--- config.mk ---
export PLATFORM = sky130hd
export DESIGN_NAME = gray_phase_unwrap_decoder_unit_flat
export DESIGN_NICKNAME = d
export VERILOG_FILES = /design/src/sv/gpud_pkg.sv /design/src/sv/gpud_if.sv /design/src/sv/gpud_front.sv /design/src/sv/gpud_queue.sv /design/src/sv/gpud_back.sv /design/src/sv/gray_phase_unwrap_decoder_unit.sv /design/src/flat_wrapper.sv
export SDC_FILE = /design/constraint.sdc
export NUM_CORES = 1
export LEC_CHECK = 0
export ABC_AREA = 1
export BUFFER_PORTS_ARGS = -buffer_cell sky130_fd_sc_hd__buf_2
export CAP_MARGIN = 15
export CORE_ASPECT_RATIO = 0.7
export CORE_MARGIN = 3
export CORE_UTILIZATION = 30
export CTS_BUF_LIST = sky130_fd_sc_hd__clkbuf_8 sky130_fd_sc_hd__clkbuf_16
export DETAILED_ROUTE_END_ITERATION = 8
export PLACE_DENSITY_LB_ADDON = 0.12
export SETUP_SLACK_MARGIN = 0.1
export SLEW_MARGIN = 5
export SYNTH_ARGS = -nofsm -noshare
export SYNTH_HDL_FRONTEND = slang
export SYNTH_SLANG_ARGS = --single-unit
--- constraint.sdc ---
create_clock -name clk -period 4.7 [get_ports clk]
set_input_delay 0.94 -clock clk [delete_from_list [all_inputs] [get_ports clk]]
set_output_delay 0.94 -clock clk [all_outputs]
set_load 0.1 [all_outputs]
--- src/sv/gpud_pkg.sv ---
// shared types, constants and tables for the gray phase unwrap decoder
package gpud_pkg;

  localparam int GRAY_BITS       = 4;
  localparam int PHASE_FRAC_BITS = 12;
  localparam int CORDIC_STEPS    = 24;
  localparam int STEP_W          = 5;
  localparam int XY_W            = 28;
  localparam int ANG_W           = 35;
  localparam int PHASE_W         = PHASE_FRAC_BITS + 1;
  localparam int UNW_W           = 18;
  localparam int CALC_W          = 21;
  localparam int ROUND_SHIFT     = 32 - PHASE_FRAC_BITS;

  localparam logic signed [ANG_W-1:0] HALF_TURN = ANG_W'(64'sd2147483648);
  localparam logic signed [ANG_W-1:0] FULL_TURN = ANG_W'(64'sd4294967296);
  localparam logic signed [ANG_W-1:0] ROUND_ADD = ANG_W'(64'sd1 <<< (ROUND_SHIFT - 1));
  localparam logic signed [CALC_W-1:0] TURN     = CALC_W'(1 << PHASE_FRAC_BITS);
  localparam logic signed [CALC_W-1:0] HALF     = CALC_W'(1 << (PHASE_FRAC_BITS - 1));
  localparam logic [CALC_W-1:0] HI_LIM          = CALC_W'(8 << PHASE_FRAC_BITS);
  localparam logic [CALC_W-1:0] LO_LIM          = CALC_W'(2 << PHASE_FRAC_BITS);

  // classified pixel waiting for the back end
  typedef struct packed {
    logic [GRAY_BITS-1:0] index;
    logic signed [8:0]    dx;
    logic signed [8:0]    dy;
    logic                 frame_start;
  } item_t;

  typedef enum logic [1:0] {
    B_IDLE,
    B_ITER,
    B_ROUND,
    B_DONE
  } back_state_t;

  // arctangent table in units of 2^-32 turn
  function automatic logic signed [ANG_W-1:0] atan_step(input logic [STEP_W-1:0] i);
    logic [31:0] a;
    case (i)
      5'd0:    a = 32'd536870912;
      5'd1:    a = 32'd316933406;
      5'd2:    a = 32'd167458907;
      5'd3:    a = 32'd85004756;
      5'd4:    a = 32'd42667331;
      5'd5:    a = 32'd21354465;
      5'd6:    a = 32'd10679838;
      5'd7:    a = 32'd5340245;
      5'd8:    a = 32'd2670163;
      5'd9:    a = 32'd1335087;
      5'd10:   a = 32'd667544;
      5'd11:   a = 32'd333772;
      5'd12:   a = 32'd166886;
      5'd13:   a = 32'd83443;
      5'd14:   a = 32'd41722;
      5'd15:   a = 32'd20861;
      5'd16:   a = 32'd10430;
      5'd17:   a = 32'd5215;
      5'd18:   a = 32'd2608;
      5'd19:   a = 32'd1304;
      5'd20:   a = 32'd652;
      5'd21:   a = 32'd326;
      5'd22:   a = 32'd163;
      5'd23:   a = 32'd81;
      default: a = 32'd0;
    endcase
    return ANG_W'(a);
  endfunction

endpackage

--- src/sv/gpud_if.sv ---
// pixel and result channel interfaces
interface gpud_in_if;
  logic        valid;
  logic        ready;
  logic [31:0] gray_samples;
  logic [7:0]  phase_sample_0;
  logic [7:0]  phase_sample_1;
  logic [7:0]  phase_sample_2;
  logic [7:0]  phase_sample_3;
  logic        frame_start;
  modport source (output valid, gray_samples, phase_sample_0, phase_sample_1,
                  phase_sample_2, phase_sample_3, frame_start, input ready);
  modport sink (input valid, gray_samples, phase_sample_0, phase_sample_1,
                phase_sample_2, phase_sample_3, frame_start, output ready);
endinterface

interface gpud_out_if;
  logic               valid;
  logic               ready;
  logic [3:0]         period_index;
  logic [12:0]        wrapped_phase;
  logic signed [17:0] unwrapped_phase;
  modport source (output valid, period_index, wrapped_phase, unwrapped_phase,
                  input ready);
  modport sink (input valid, period_index, wrapped_phase, unwrapped_phase,
                output ready);
endinterface

--- src/sv/gpud_front.sv ---
// front end: threshold register, gray bit slicing, gray to binary, phase differences
module gpud_front (
  input  logic           clk,
  input  logic           rst,
  input  logic           cfg_wr_en,
  input  logic [7:0]     cfg_wr_data,
  gpud_in_if.sink        in_ch,
  input  logic           q_full,
  output logic           push,
  output gpud_pkg::item_t push_item
);

  logic [7:0] threshold;
  logic [gpud_pkg::GRAY_BITS-1:0] gray;
  logic [gpud_pkg::GRAY_BITS-1:0] bin;

  // threshold register
  always_ff @(posedge clk) begin
    if (rst) begin
      threshold <= 8'd240;
    end else if (cfg_wr_en) begin
      threshold <= cfg_wr_data;
    end
  end

  // gray bits, image 0 most significant
  always_comb begin
    for (int i = 0; i < gpud_pkg::GRAY_BITS; i++) begin
      if (8 * (gpud_pkg::GRAY_BITS - 1 - i) + 7 <= 31) begin
        gray[gpud_pkg::GRAY_BITS-1-i] =
          (in_ch.gray_samples[8*(gpud_pkg::GRAY_BITS-1-i) +: 8] > threshold);
      end else begin
        gray[gpud_pkg::GRAY_BITS-1-i] = 1'b0;
      end
    end
    bin[gpud_pkg::GRAY_BITS-1] = gray[gpud_pkg::GRAY_BITS-1];
    for (int i = gpud_pkg::GRAY_BITS - 2; i >= 0; i--) begin
      bin[i] = gray[i] ^ bin[i+1];
    end
  end

  // hand the classified pixel to the queue
  assign in_ch.ready = !q_full;
  assign push        = in_ch.valid && !q_full;
  always_comb begin
    push_item.index       = bin;
    push_item.dx          = $signed({1'b0, in_ch.phase_sample_2}) -
                            $signed({1'b0, in_ch.phase_sample_0});
    push_item.dy          = $signed({1'b0, in_ch.phase_sample_1}) -
                            $signed({1'b0, in_ch.phase_sample_3});
    push_item.frame_start = in_ch.frame_start;
  end

endmodule

--- src/sv/gpud_queue.sv ---
// two-entry queue between front and back ends
module gpud_queue (
  input  logic            clk,
  input  logic            rst,
  input  logic            push,
  input  gpud_pkg::item_t push_item,
  input  logic            pop,
  output logic            full,
  output logic            empty,
  output gpud_pkg::item_t head
);

  gpud_pkg::item_t store [2];
  logic       wr_ptr;
  logic       rd_ptr;
  logic [1:0] count;

  assign full  = (count == 2'd2);
  assign empty = (count == 2'd0);
  assign head  = store[rd_ptr];

  // entry storage
  always_ff @(posedge clk) begin
    if (push) begin
      store[wr_ptr] <= push_item;
    end
  end

  // pointers and fill count
  always_ff @(posedge clk) begin
    if (rst) begin
      wr_ptr <= 1'b0;
      rd_ptr <= 1'b0;
      count  <= 2'd0;
    end else begin
      if (push) wr_ptr <= !wr_ptr;
      if (pop)  rd_ptr <= !rd_ptr;
      count <= count + {1'b0, push} - {1'b0, pop};
    end
  end

endmodule

--- src/sv/gpud_back.sv ---
// back end: iterative cordic, rounding, period edge correction, output register
module gpud_back (
  input  logic            clk,
  input  logic            rst,
  input  logic            q_empty,
  input  gpud_pkg::item_t head,
  output logic            pop,
  gpud_out_if.source      out_ch
);

  gpud_pkg::back_state_t state, state_next;
  gpud_pkg::item_t item;
  logic signed [gpud_pkg::XY_W-1:0]  x, y;
  logic signed [gpud_pkg::ANG_W-1:0] ang;
  logic [gpud_pkg::STEP_W-1:0]       step;
  logic [gpud_pkg::PHASE_W-1:0]      w;
  logic signed [gpud_pkg::UNW_W-1:0] prev;
  logic out_valid;

  logic signed [gpud_pkg::XY_W-1:0]  lx, ly, xs, ys;
  logic signed [gpud_pkg::ANG_W-1:0] p;
  logic signed [gpud_pkg::ANG_W-1:0] pr;
  logic signed [gpud_pkg::CALC_W-1:0] val, prv, diff, w10;
  logic out_free;

  assign out_free = !out_valid || out_ch.ready;

  // state register
  always_ff @(posedge clk) begin
    if (rst) begin
      state <= gpud_pkg::B_IDLE;
    end else begin
      state <= state_next;
    end
  end

  // next state and queue pop
  always_comb begin
    state_next = state;
    pop        = 1'b0;
    case (state)
      gpud_pkg::B_IDLE: begin
        if (!q_empty) begin
          pop        = 1'b1;
          state_next = gpud_pkg::B_ITER;
        end
      end
      gpud_pkg::B_ITER: begin
        if (step == 5'(gpud_pkg::CORDIC_STEPS - 1)) state_next = gpud_pkg::B_ROUND;
      end
      gpud_pkg::B_ROUND: state_next = gpud_pkg::B_DONE;
      gpud_pkg::B_DONE: begin
        if (out_free) state_next = gpud_pkg::B_IDLE;
      end
      default: state_next = gpud_pkg::B_IDLE;
    endcase
  end

  // cordic load values and one rotation step
  always_comb begin
    lx = gpud_pkg::XY_W'(head.dx) <<< 16;
    ly = gpud_pkg::XY_W'(head.dy) <<< 16;
    xs = x >>> step;
    ys = y >>> step;
  end

  // rounding to the output phase grid
  always_comb begin
    if (item.dx == 9'sd0 && item.dy == 9'sd0) p = gpud_pkg::HALF_TURN;
    else p = ang + gpud_pkg::HALF_TURN;
    if (p < 0) p = '0;
    if (p > gpud_pkg::FULL_TURN) p = gpud_pkg::FULL_TURN;
    pr = (p + gpud_pkg::ROUND_ADD) >>> gpud_pkg::ROUND_SHIFT;
  end

  // unwrap against the previous output
  always_comb begin
    prv  = item.frame_start ? '0 : gpud_pkg::CALC_W'(prev);
    val  = (gpud_pkg::CALC_W'(item.index) <<< gpud_pkg::PHASE_FRAC_BITS) +
           gpud_pkg::CALC_W'(w);
    diff = val - prv;
    w10  = gpud_pkg::CALC_W'(w) * gpud_pkg::CALC_W'(10);
    if ($unsigned(w10) > gpud_pkg::HI_LIM && diff > gpud_pkg::HALF) begin
      val = val - gpud_pkg::TURN;
    end else if ($unsigned(w10) < gpud_pkg::LO_LIM && diff < -gpud_pkg::HALF) begin
      val = val + gpud_pkg::TURN;
    end
  end

  // datapath registers
  always_ff @(posedge clk) begin
    case (state)
      gpud_pkg::B_IDLE: begin
        item <= head;
        step <= '0;
        if (lx < 0) begin
          x   <= -lx;
          y   <= -ly;
          ang <= (ly >= 0) ? gpud_pkg::HALF_TURN : -gpud_pkg::HALF_TURN;
        end else begin
          x   <= lx;
          y   <= ly;
          ang <= '0;
        end
      end
      gpud_pkg::B_ITER: begin
        step <= step + 5'd1;
        if (y > 0) begin
          x   <= x + ys;
          y   <= y - xs;
          ang <= ang + gpud_pkg::atan_step(step);
        end else begin
          x   <= x - ys;
          y   <= y + xs;
          ang <= ang - gpud_pkg::atan_step(step);
        end
      end
      gpud_pkg::B_ROUND: w <= gpud_pkg::PHASE_W'(pr);
      default: ;
    endcase
  end

  // result register and stored previous output
  always_ff @(posedge clk) begin
    if (rst) begin
      out_valid <= 1'b0;
      prev      <= '0;
    end else begin
      if (state == gpud_pkg::B_DONE && out_free) begin
        out_valid              <= 1'b1;
        prev                   <= gpud_pkg::UNW_W'(val);
        out_ch.period_index    <= 4'(item.index);
        out_ch.wrapped_phase   <= w;
        out_ch.unwrapped_phase <= gpud_pkg::UNW_W'(val);
      end else if (out_ch.ready) begin
        out_valid <= 1'b0;
      end
    end
  end

  assign out_ch.valid = out_valid;

endmodule

--- src/sv/gray_phase_unwrap_decoder_unit.sv ---
// top level of the gray code and phase shift unwrap decoder
// Usage:
//   in_ch carries one pixel per transfer: packed gray bytes, four phase
//   shift intensities and a frame start flag. out_ch carries the period
//   index, the wrapped phase and the unwrapped absolute phase.
//   cfg_wr_en / cfg_wr_data write the brightness threshold (reset 240);
//   write it only while no pixel is in flight.
// Timing:
//   the front end classifies a pixel in the cycle of its transfer and drops
//   it in a two-entry queue. The back end pops and loads it while idle,
//   runs a 24-step cordic, one step a cycle, then rounds and, once the
//   output register is free, unwraps into it. The shared cordic takes no
//   new pixel until the last one has reached the output register.
// Reset and stalls:
//   rst clears the queue, the back end, the stored previous output and sets
//   the threshold to 240. When the receiver stalls, the result waits in the
//   output register and the back end holds; the queue keeps taking pixels
//   until full.
module gray_phase_unwrap_decoder_unit (
  input  logic       clk,
  input  logic       rst,
  input  logic       cfg_wr_en,
  input  logic [7:0] cfg_wr_data,
  gpud_in_if.sink    in_ch,
  gpud_out_if.source out_ch
);

  gpud_pkg::item_t push_item;
  gpud_pkg::item_t head;
  logic push, pop, q_full, q_empty;

  gpud_front u_front (
    .clk         (clk),
    .rst         (rst),
    .cfg_wr_en   (cfg_wr_en),
    .cfg_wr_data (cfg_wr_data),
    .in_ch       (in_ch),
    .q_full      (q_full),
    .push        (push),
    .push_item   (push_item)
  );

  gpud_queue u_queue (
    .clk       (clk),
    .rst       (rst),
    .push      (push),
    .push_item (push_item),
    .pop       (pop),
    .full      (q_full),
    .empty     (q_empty),
    .head      (head)
  );

  gpud_back u_back (
    .clk     (clk),
    .rst     (rst),
    .q_empty (q_empty),
    .head    (head),
    .pop     (pop),
    .out_ch  (out_ch)
  );

endmodule

--- src/flat_wrapper.sv ---
// flat-port wrapper written by rule: the top's interface ports become plain ports
module gray_phase_unwrap_decoder_unit_flat 
  (clk, rst, cfg_wr_en, cfg_wr_data, in_ch_valid, in_ch_gray_samples, in_ch_phase_sample_0, in_ch_phase_sample_1, in_ch_phase_sample_2, in_ch_phase_sample_3, in_ch_frame_start, in_ch_ready, out_ch_valid, out_ch_period_index, out_ch_wrapped_phase, out_ch_unwrapped_phase, out_ch_ready);
  gpud_in_if in_ch_i ();
  gpud_out_if out_ch_i ();
  input  logic clk;
  input  logic rst;
  input  logic cfg_wr_en;
  input  logic [7:0] cfg_wr_data;
  input wire logic [$bits(in_ch_i.valid)-1:0] in_ch_valid;
  input wire logic [$bits(in_ch_i.gray_samples)-1:0] in_ch_gray_samples;
  input wire logic [$bits(in_ch_i.phase_sample_0)-1:0] in_ch_phase_sample_0;
  input wire logic [$bits(in_ch_i.phase_sample_1)-1:0] in_ch_phase_sample_1;
  input wire logic [$bits(in_ch_i.phase_sample_2)-1:0] in_ch_phase_sample_2;
  input wire logic [$bits(in_ch_i.phase_sample_3)-1:0] in_ch_phase_sample_3;
  input wire logic [$bits(in_ch_i.frame_start)-1:0] in_ch_frame_start;
  output wire logic [$bits(in_ch_i.ready)-1:0] in_ch_ready;
  output wire logic [$bits(out_ch_i.valid)-1:0] out_ch_valid;
  output wire logic [$bits(out_ch_i.period_index)-1:0] out_ch_period_index;
  output wire logic [$bits(out_ch_i.wrapped_phase)-1:0] out_ch_wrapped_phase;
  output wire logic [$bits(out_ch_i.unwrapped_phase)-1:0] out_ch_unwrapped_phase;
  input wire logic [$bits(out_ch_i.ready)-1:0] out_ch_ready;
  assign in_ch_i.valid = in_ch_valid;
  assign in_ch_i.gray_samples = in_ch_gray_samples;
  assign in_ch_i.phase_sample_0 = in_ch_phase_sample_0;
  assign in_ch_i.phase_sample_1 = in_ch_phase_sample_1;
  assign in_ch_i.phase_sample_2 = in_ch_phase_sample_2;
  assign in_ch_i.phase_sample_3 = in_ch_phase_sample_3;
  assign in_ch_i.frame_start = in_ch_frame_start;
  assign in_ch_ready = in_ch_i.ready;
  assign out_ch_valid = out_ch_i.valid;
  assign out_ch_period_index = out_ch_i.period_index;
  assign out_ch_wrapped_phase = out_ch_i.wrapped_phase;
  assign out_ch_unwrapped_phase = out_ch_i.unwrapped_phase;
  assign out_ch_i.ready = out_ch_ready;
  gray_phase_unwrap_decoder_unit u_core (.clk(clk), .rst(rst), .cfg_wr_en(cfg_wr_en), .cfg_wr_data(cfg_wr_data), .in_ch(in_ch_i), .out_ch(out_ch_i));
endmodule
==> impl_metrics.env, run 1 <==
export IMPL_cp_end_kind="flip-flop"
export IMPL_drt_wl_total_um=80920
export IMPL_drt_pass1_iter_count=5
export IMPL_setup_ws_ns=0.2896
export IMPL_drive_above_1_share_pct=16.49
export IMPL_die_h_um=241.0
export IMPL_stdcell_area_mm2=0.02854
export IMPL_ff_latch_area_mm2=0.007317
export IMPL_min_path_cells=1
export IMPL_relSlewSlack_pct=34.30
export IMPL_cp_top_family="simple AND/OR/NAND/NOR gates"
export IMPL_cts_sinks=265
export IMPL_cts_inserted_buffers=35
export IMPL_placed_area_mm2=0.02646
export IMPL_max_clock_freq_mhz=226.7
export IMPL_crit_type="reg -> reg"
export IMPL_critPathMaxFanout=21
export IMPL_regToRegSetupSlack_ns=0.29
export IMPL_dp_hpwl_um=63020
export IMPL_syn_to_final_growth_pct=20.62
export IMPL_startpoint_type="flip-flop"
export IMPL_fin_tns_setup_ns=0
export IMPL_layout_commonest_cell="nand2_1"
export IMPL_top_layer_used="met4"
export IMPL_hold_viol=0
export IMPL_die_w_um=341.7
export IMPL_synth_seq_cells=265
export IMPL_grt_pass1_vias=20726
export IMPL_clk_latency_ns=0.57
export IMPL_reg2reg_from="u_core.u_back.step[0]$_DFFE_PN_"
export IMPL_ff2ff_path_depth=31
export IMPL_core_area_mm2=0.07753
export IMPL_synth_flop_cell="edfxtp_1"
export IMPL_cp_data_required_time_ns=5.01
export IMPL_gp_congestion=0.9292
export IMPL_cpPeakStageDelay_ns=0.37
export IMPL_path_clk_slew_ns=0.06
export IMPL_n_fill_cell=8317
export IMPL_worst_slew_pin_slew_ns=0.9854
export IMPL_wire_per_inst_um=17.46
export IMPL_ant_nets=0
export IMPL_period_share_pct=93.84
export IMPL_tritoncts="done"
export IMPL_diodes=0
export IMPL_grt_pass1_wl_um=122800
export IMPL_synth_edf_count=201
export IMPL_syn_num_nets=3624
export IMPL_yosysTopAreaCell="edfxtp_1"
export IMPL_initial_core_util_pct=30.52
export IMPL_avgSynthCellArea_um2=7.091
export IMPL_synthTopCellsByArea="edfxtp_1, nand2_1, ha_1"
export IMPL_multiInputGateArea_mm2=0.01530
export IMPL_maxCapViolCount=0
export IMPL_die_area_mm2=0.08234
export IMPL_overflow=0
export IMPL_synth_warnings=0
export IMPL_synth_top_area_share_pct=25.51
export IMPL_async_flop_share_pct=0
export IMPL_grt_max_degree=56
export IMPL_synth_cell_type_count=66
export IMPL_fin_skew_ns=0.01833
export IMPL_num_vias=23141
export IMPL_htree_levels=2
export IMPL_io_pins=115
export IMPL_drt_initial_drc_count=2023
export IMPL_drc=0
export IMPL_clockRootBuffer="clkbuf_16"
export IMPL_grt_usage_pct=18.90
export IMPL_vias_per_cell=4.994
export IMPL_hold_path_class="reg -> reg"
export IMPL_netlist_instances=3337
export IMPL_rows=85
export IMPL_cp_common_cell="nand2_1"
export IMPL_setup_violations=0
export IMPL_antenna_found_initial=0
export IMPL_wl_met1_um=44310
export IMPL_layout_min_cycle_time_ns=4.410
export IMPL_maxSlewViolCount=0
export IMPL_reg2reg_to="u_core.u_back.x[24]$_DFFE_PN_"
export IMPL_wl_met2_um=30110
export IMPL_portBuffers=114
export IMPL_yosysSeqAreaShare_pct=30.92
export IMPL_rsz0062_at_grt="yes"
export IMPL_hp_start="u_core.u_queue.rd_ptr$_SDFFE_PP0P_"
export IMPL_nNetsFinal=3855
export IMPL_worstPathArrival_ns=4.72
export IMPL_place_ws_ns=-0.01205
export IMPL_cp_slowest_cell="edfxtp_1"
export IMPL_final_cell_mix="nand2_1, inv_1, nand3_1, nor2_1, a21oi_1"
export IMPL_outcome="finished, final reports clean"
export IMPL_cp_num_buf_inv=4
export IMPL_syn_area_mm2=0.02366
export IMPL_dr_wl_met3_um=5292
export IMPL_clockBufferDepth=3
## metrics by stage
step	std cells	hold slack [ns]	util, %
after CTS	4616	0.4472	35.51
after floorplan	3337	0.4257	-
final	4634	0.4451	36.81
after global routing	4634	0.4834	36.81
after detailed placement	4557	0.4420	34.13
after global placement	4557	0.4369	34.13
## worst max path at each step
stage | startpoint | end | cells past startpoint
2_1_floorplan | u_core.u_back.state[0]$_SDFFE_PP0P_ | flip-flop | 9
3_3_place_gp | u_core.u_back.step[0]$_DFFE_PN_ | u_core.u_back.y[18]$_DFFE_PN_ | 26
3_5_place_dp | u_core.u_back.step[0]$_DFFE_PN_ | u_core.u_back.y[26]$_DFFE_PN_ | 31
4_1_cts | u_core.u_back.step[0]$_DFFE_PN_ | u_core.u_back.x[27]$_DFFE_PN_ | 27
5_1_grt | u_core.u_back.step[0]$_DFFE_PN_ | u_core.u_back.x[18]$_DFFE_PN_ | 32
6_report | u_core.u_back.step[0]$_DFFE_PN_ | u_core.u_back.x[24]$_DFFE_PN_ | 31
## cells in the mapped netlist, types with 42 or more instances
| cell | instances |
|---|---|
| edfxtp_1 | 201 |
| a21oi_1 | 280 |
| o21ai_0 | 225 |
| xnor2_1 | 46 |
| ha_1 | 202 |
| nand4_1 | 45 |
| xor2_1 | 82 |
| inv_1 | 340 |
| nand3_1 | 346 |
| nor2_1 | 287 |
| nand2_1 | 771 |
| nor3_1 | 42 |
| dfxtp_1 | 64 |
## area by class of cell
| cell class | instances | area share, % |
|---|---|---|
| Clock buffer | 36 | 3.117 |
| Clock inverter | 23 | 0.5699 |
| Inverter | 355 | 4.695 |
| Tap cell | 1044 | 4.577 |
| Timing Repair Buffer | 304 | 7.786 |
| Sequential cell | 265 | 25.64 |
| Multi-Input combinational cell | 2607 | 53.62 |
## worst register-to-register path, delay by kind of cell (launching register included)
kind	cells	cell delay (ns)
simple gates	21	2.32
compound gates	5	0.65
buf+inv	4	0.59
flops	1	0.37
fa+ha+maj	1	0.22
## layer usage
layer	vias up	global-route usage (%)
met5	-	0
met4	0	3.428
met3	69	3.455
met2	591	25.00
met1	10634	30.96
li1	11847	-
## cells by family after synthesis
| logic type | after synthesis | synth area share, % |
|---|---|---|
| xor+xnor | 128 | 4.738 |
| buf+inv | 465 | 8.032 |
| simple gates | 1604 | 29.44 |
| mux | 1 | 0.04230 |
| flops | 265 | 30.92 |
| compound gates | 665 | 15.56 |
| fa+ha+maj | 209 | 11.27 |
## repair_timing
action	in CTS	in global routing
gates resized for setup	5	188
pin swaps	0	49
cloned	0	2
setup endpoints to repair	7	39
setup buffers	0	15
hold buffers	0	0
hold endpoints to repair	0	0
Power of run 1 is not shown: default switching activity piles up to over one toggle a cycle in this logic, so the estimate is an artifact.
==> run 2, diff against run 1 <==
--- a/config.mk
+++ b/config.mk
@@ -8,10 +8,9 @@
 export ABC_AREA = 1
 export BUFFER_PORTS_ARGS = -buffer_cell sky130_fd_sc_hd__buf_2
 export CAP_MARGIN = 15
-export CORE_ASPECT_RATIO = 0.7
 export CORE_MARGIN = 3
 export CORE_UTILIZATION = 30
-export CTS_BUF_LIST = sky130_fd_sc_hd__clkbuf_8 sky130_fd_sc_hd__clkbuf_16
+export CTS_BUF_LIST = sky130_fd_sc_hd__clkbuf_2
 export DETAILED_ROUTE_END_ITERATION = 8
 export PLACE_DENSITY_LB_ADDON = 0.12
 export SETUP_SLACK_MARGIN = 0.1
==> run 2 against run 1 <==
Against the previous run:
- global-route usage shrank 0.18 points
- clock-buffer cell count grew 80
- non-clock buffer count shrank 20
- fmax grew 0.17%
- core utilization shrank 0.43 points
- routed wire length shrank 1.8%
- critical path type unchanged
==> impl_metrics.env, run 2 (synthesized netlist as in run 1, its figures left out) <==
export IMPL_overflow=0
export IMPL_rsz0062_at_grt="yes"
export IMPL_reg2reg_from="u_core.u_back.step[0]$_DFFE_PN_"
export IMPL_antenna_found_initial=3
export IMPL_period_share_pct=93.68
export IMPL_dp_hpwl_um=60790
export IMPL_wire_per_inst_um=16.90
export IMPL_layout_min_cycle_time_ns=4.403
export IMPL_setup_violations=0
export IMPL_ant_nets=0
export IMPL_drt_pass1_iter_count=6
export IMPL_worstSetupStartpoint="u_core.u_back.step[0]$_DFFE_PN_"
export IMPL_hold_viol=0
export IMPL_stdcell_count=4703
export IMPL_final_cell_mix="nand2_1, inv_1, nand3_1, nor2_1, a21oi_1"
export IMPL_drt_wl_total_um=79470
export IMPL_cts_inserted_buffers=81
export IMPL_nNetsFinal=3881
export IMPL_ff2ff_path_depth=26
export IMPL_fin_util_pct=36.39
export IMPL_tritoncts="done"
export IMPL_die_w_um=286.9
export IMPL_place_ws_ns=-0.02249
export IMPL_layout_commonest_cell="nand2_1"
export IMPL_endpoint="u_core.u_back.x[24]$_DFFE_PN_"
export IMPL_crit_type="reg -> reg"
export IMPL_critPathMaxFanout=15
export IMPL_placed_area_mm2=0.02593
export IMPL_vias_per_cell=4.979
export IMPL_initial_core_util_pct=30.40
export IMPL_relSlewSlack_pct=43.87
export IMPL_fin_skew_ns=0.08540
export IMPL_worst_slew_pin_slew_ns=0.8332
export IMPL_die_area_mm2=0.08228
export IMPL_startpoint_type="flip-flop"
export IMPL_stdcell_area_mm2=0.02833
export IMPL_cp_data_required_time_ns=5.49
export IMPL_grt_usage_pct=18.72
export IMPL_rows=102
export IMPL_dp_cells=4490
export IMPL_gp_congestion=0.8988
export IMPL_cp_end_kind="flip-flop"
export IMPL_maxCapViolCount=0
export IMPL_die_h_um=286.9
export IMPL_drive_above_1_share_pct=19.06
export IMPL_grt_pass1_wl_um=122500
export IMPL_setup_ws_ns=0.2972
export IMPL_io_pins=115
export IMPL_syn_to_final_growth_pct=19.71
export IMPL_worstPathArrival_ns=5.19
export IMPL_reg2reg_to="u_core.u_back.x[24]$_DFFE_PN_"
export IMPL_htree_levels=3
export IMPL_hold_path_class="in -> reg"
export IMPL_clk_latency_ns=1.09
export IMPL_core_area_mm2=0.07785
export IMPL_drt_initial_drc_count=1544
export IMPL_maxSlewViolCount=0
export IMPL_portBuffers=114
export IMPL_cts_sinks=265
export IMPL_drc=0
export IMPL_max_clock_freq_mhz=227.1
export IMPL_clockRootBuffer="clkbuf_2"
export IMPL_regToRegSetupSlack_ns=0.30
export IMPL_clockBufferDepth=3
export IMPL_path_clk_slew_ns=0.11
export IMPL_num_vias=23416
export IMPL_grt_max_degree=81
export IMPL_grt_pass1_vias=22508
export IMPL_outcome="finished, final reports clean"
-- run 2: stage by stage --
step / hold slack (ns) / TNS (ns)
final: 0.1888 / 0
after global routing: 0.07981 / 0
after CTS: 0.002151 / 0
after detailed placement: 0.4446 / -0.02249
after global placement: 0.4401 / -0.007109
after floorplan: 0.4257 / 0
-- run 2: how the worst min path moves through the flow --
stage	end	cells past startpoint	slack, ns	from
floorplan	flip-flop	1	0.43	u_core.u_queue.rd_ptr$_SDFFE_PP0P_
global placement	flip-flop	1	0.44	u_core.u_queue.rd_ptr$_SDFFE_PP0P_
detailed placement	flip-flop	1	0.44	u_core.u_queue.rd_ptr$_SDFFE_PP0P_
CTS	u_core.u_queue.wr_ptr$_SDFFE_PP0P_	3	0.002	in_ch_valid
global route	u_core.u_front.threshold[7]$_SDFFE_PP1P_	2	0.08	cfg_wr_en
finish	u_core.u_queue.wr_ptr$_SDFFE_PP0P_	3	0.19	in_ch_valid
-- run 2: final cells by class --
class,instances,area [um2]
Fill cell,8552,49520
Multi-Input combinational cell,2607,15420
Sequential cell,265,7317
Timing Repair Buffer,284,2158
Inverter,355,1340
Tap cell,1040,1301
Clock buffer,116,580.6
Clock inverter,35,202.7
Antenna cell,1,2.502
-- run 2: timing repair --
action	in CTS	in global routing
cloned	1	6
hold endpoints to repair	10	0
pin swaps	2	93
gates resized for setup	14	242
hold buffers	9	0
endpoints found under the setup margin	9	44
setup buffers	2	43
-- run 2: critical path, cell delays in order, from the launching register on --
cell and delay [ns]:
edfxtp_1 0.47, buf_6 0.18, clkbuf_16 0.18, or2_1 0.24, o21ai_2 0.08, nand2_1 0.09, nand3_1 0.12, nand2_2 0.11
nand2_1 0.08, o211ai_1 0.20, nand2_2 0.21, nand3_4 0.14, nand2_2 0.10, xnor2_2 0.06, ha_1 0.34, a21oi_2 0.13
o21a_1 0.17, nor2_2 0.06, nor2_2 0.13, o21ai_1 0.09, buf_4 0.15, buf_4 0.15, nand3_1 0.09, nand3_2 0.12
or2_2 0.29, nand3_1 0.07, o41ai_1 0.09
-- run 2: metal layers --
metal  global-route usage (%)  share of wire, %  routed length, um  vias to the layer above
li1                         -                 -                  -                    11955
met1                    24.15                45              35900                    10762
met2                    31.75                47              37280                      561
met3                    2.839               4.6               3684                      134
met4                    6.657               3.2               2578                        4
met5                        0             0.031                 25                        -
Power of run 2 is left out for the same reason.
==> run 3, diff against run 2 <==
--- a/config.mk
+++ b/config.mk
@@ -9,12 +9,12 @@
 export BUFFER_PORTS_ARGS = -buffer_cell sky130_fd_sc_hd__buf_2
 export CAP_MARGIN = 15
 export CORE_MARGIN = 3
-export CORE_UTILIZATION = 30
-export CTS_BUF_LIST = sky130_fd_sc_hd__clkbuf_2
+export CORE_UTILIZATION = 58
+export CTS_BUF_LIST = sky130_fd_sc_hd__clkbuf_16
 export DETAILED_ROUTE_END_ITERATION = 8
 export PLACE_DENSITY_LB_ADDON = 0.12
 export SETUP_SLACK_MARGIN = 0.1
-export SLEW_MARGIN = 5
+export SLEW_MARGIN = 10
 export SYNTH_ARGS = -nofsm -noshare
 export SYNTH_HDL_FRONTEND = slang
 export SYNTH_SLANG_ARGS = --single-unit
==> run 3 against run 2 <==
Against the previous run:
- clock-buffer cell count is 82 lower
- flip-flop and latch count stayed put
- worst hold slack better by 0.29 ns
- sequential share of layout area is 1.3 points higher
- non-clock buffer count is 72 lower
- design area is 4.7% lower
- fmax is 3.3% lower
==> impl_metrics.env, run 3 (synthesized netlist as in run 1, its figures left out) <==
export IMPL_relSlewSlack_pct=32.57
export IMPL_ant_nets=0
export IMPL_grt_usage_pct=31.34
export IMPL_grt_pass1_vias=22158
export IMPL_vias_per_cell=5.989
export IMPL_gp_congestion=0.9830
export IMPL_crit_type="reg -> reg"
export IMPL_fin_skew_ns=0.01523
export IMPL_worstPathArrival_ns=4.89
export IMPL_cpPeakStageDelay_ns=0.40
export IMPL_drt_initial_drc_count=2855
export IMPL_critPathMaxFanout=13
export IMPL_cp_slowest_cell="edfxtp_1"
export IMPL_maxSlewViolCount=0
export IMPL_hold_path_class="reg -> reg"
export IMPL_use_met2_pct=49.34
export IMPL_fin_util_pct=67.51
export IMPL_die_area_mm2=0.04326
export IMPL_wire_per_inst_um=18.14
export IMPL_maxCapViolCount=0
export IMPL_min_path_cells=1
export IMPL_diodes=0
export IMPL_cts_inserted_buffers=31
export IMPL_clockRootBuffer="clkbuf_16"
export IMPL_drt_pass1_iter_count=6
export IMPL_cp_top_family="simple AND/OR/NAND/NOR gates"
export IMPL_cp_end_kind="flip-flop"
export IMPL_die_w_um=208.0
export IMPL_regToRegSetupSlack_ns=0.15
export IMPL_cp_data_required_time_ns=5.04
export IMPL_num_vias=24086
export IMPL_tritoncts="done"
export IMPL_overflow=0
export IMPL_clockBufferDepth=3
export IMPL_core_area_mm2=0.04001
export IMPL_grt_busiest_layer="met2"
export IMPL_max_clock_freq_mhz=219.7
export IMPL_drt_wl_total_um=72950
export IMPL_layout_commonest_cell="nand2_1"
export IMPL_reg2reg_from="u_core.u_back.step[0]$_DFFE_PN_"
export IMPL_htree_levels=1
export IMPL_cts_sinks=265
export IMPL_dp_hpwl_um=55200
export IMPL_crit_cells=32
export IMPL_reg2reg_to="u_core.u_back.y[26]$_DFFE_PN_"
export IMPL_portBuffers=114
export IMPL_syn_to_final_growth_pct=14.14
export IMPL_rows=73
export IMPL_clk_latency_ns=0.59
export IMPL_worstSetupStartpoint="u_core.u_back.step[0]$_DFFE_PN_"
export IMPL_startpoint_type="flip-flop"
export IMPL_io_pins=115
export IMPL_endpoint="u_core.u_back.y[26]$_DFFE_PN_"
export IMPL_worst_slew_pin_slew_ns=1.001
export IMPL_antenna_found_initial=0
export IMPL_ff2ff_path_depth=32
export IMPL_initial_core_util_pct=59.15
export IMPL_grt_pass1_wl_um=112700
export IMPL_period_share_pct=96.85
export IMPL_nNetsFinal=3759
export IMPL_hold_viol=0
export IMPL_grt_max_degree=54
export IMPL_setup_violations=0
export IMPL_path_clk_slew_ns=0.07
export IMPL_drc=0
export IMPL_met3_usage_pct=4.885
export IMPL_outcome="finished, final reports clean"
export IMPL_drive_above_1_share_pct=14.01
export IMPL_met1_usage_pct=45.20
export IMPL_rsz0062_at_grt="yes"
export IMPL_final_cell_mix="nand2_1, inv_1, nand3_1, nor2_1, a21oi_1"
export IMPL_die_h_um=208.0
export IMPL_layout_min_cycle_time_ns=4.552
export IMPL_cp_common_cell="nand2_1"
export IMPL_cp_num_buf_inv=5
==> run 3: worst reg2reg max path: cells and delay by family (launching register included) <==
family          cells  cell delay, ns
compound gates      3            0.32
buf+inv             5            0.71
fa+ha+maj           1            0.34
xor+xnor            1            0.11
flops               1            0.40
simple gates       22            2.39
==> run 3: how the worst min path moves through the flow <==
stage / from / endpoint
2_1_floorplan: u_core.u_queue.rd_ptr$_SDFFE_PP0P_ / flip-flop
3_3_place_gp: u_core.u_queue.rd_ptr$_SDFFE_PP0P_ / flip-flop
3_5_place_dp: u_core.u_queue.rd_ptr$_SDFFE_PP0P_ / u_core.u_queue.rd_ptr$_SDFFE_PP0P_
4_1_cts: u_core.u_back.prev[0]$_SDFFE_PP0P_ / u_core.u_back.prev[0]$_SDFFE_PP0P_
5_1_grt: u_core.u_queue.rd_ptr$_SDFFE_PP0P_ / u_core.u_queue.rd_ptr$_SDFFE_PP0P_
6_report: u_core.u_queue.rd_ptr$_SDFFE_PP0P_ / flip-flop
==> run 3: timing repair <==
item                                    4_1_cts  5_1_grt
setup buffers                                 0       39
endpoints found under the setup margin        9       41
gates cloned                                  0        3
hold buffers                                  0        0
pin swaps                                     1       55
gates resized for setup                      11      171
==> run 3: area by class of cell <==
type / count / area [um2]
clock inverters: 24 / 132.6
inverters: 355 / 1343
well taps: 525 / 656.9
flip-flops and latches: 265 / 7317
fillers: 3482 / 13000
multi-input cells: 2607 / 15210
clock buffers: 34 / 850.8
repair buffers: 212 / 1496
==> run 3: metal layers <==
layer / routed length (um) / up-vias
li1: - / 11658
met1: 31920 / 11151
met2: 32250 / 1106
met3: 6674 / 171
met4: 2106 / 0
met5: 0 / -
==> run 3: per-stage QoR <==
step | area [um2] | setup TNS [ns] | instances | hold WS (ns) | setup WS, ns
6_report | 27010 | 0 | 4022 | 0.4739 | 0.1481
5_1_grt | 27010 | -0.2504 | 4022 | 0.5041 | -0.1607
4_1_cts | 25890 | 0 | 3978 | 0.4770 | 0.09573
3_5_place_dp | 24860 | 0 | 3920 | 0.4533 | 0.04738
3_3_place_gp | 24860 | 0 | 3920 | 0.4353 | 0.1449
2_1_floorplan | 23660 | 0 | 3337 | 0.4257 | 0.2517
Power of run 3 is left out for the same reason.
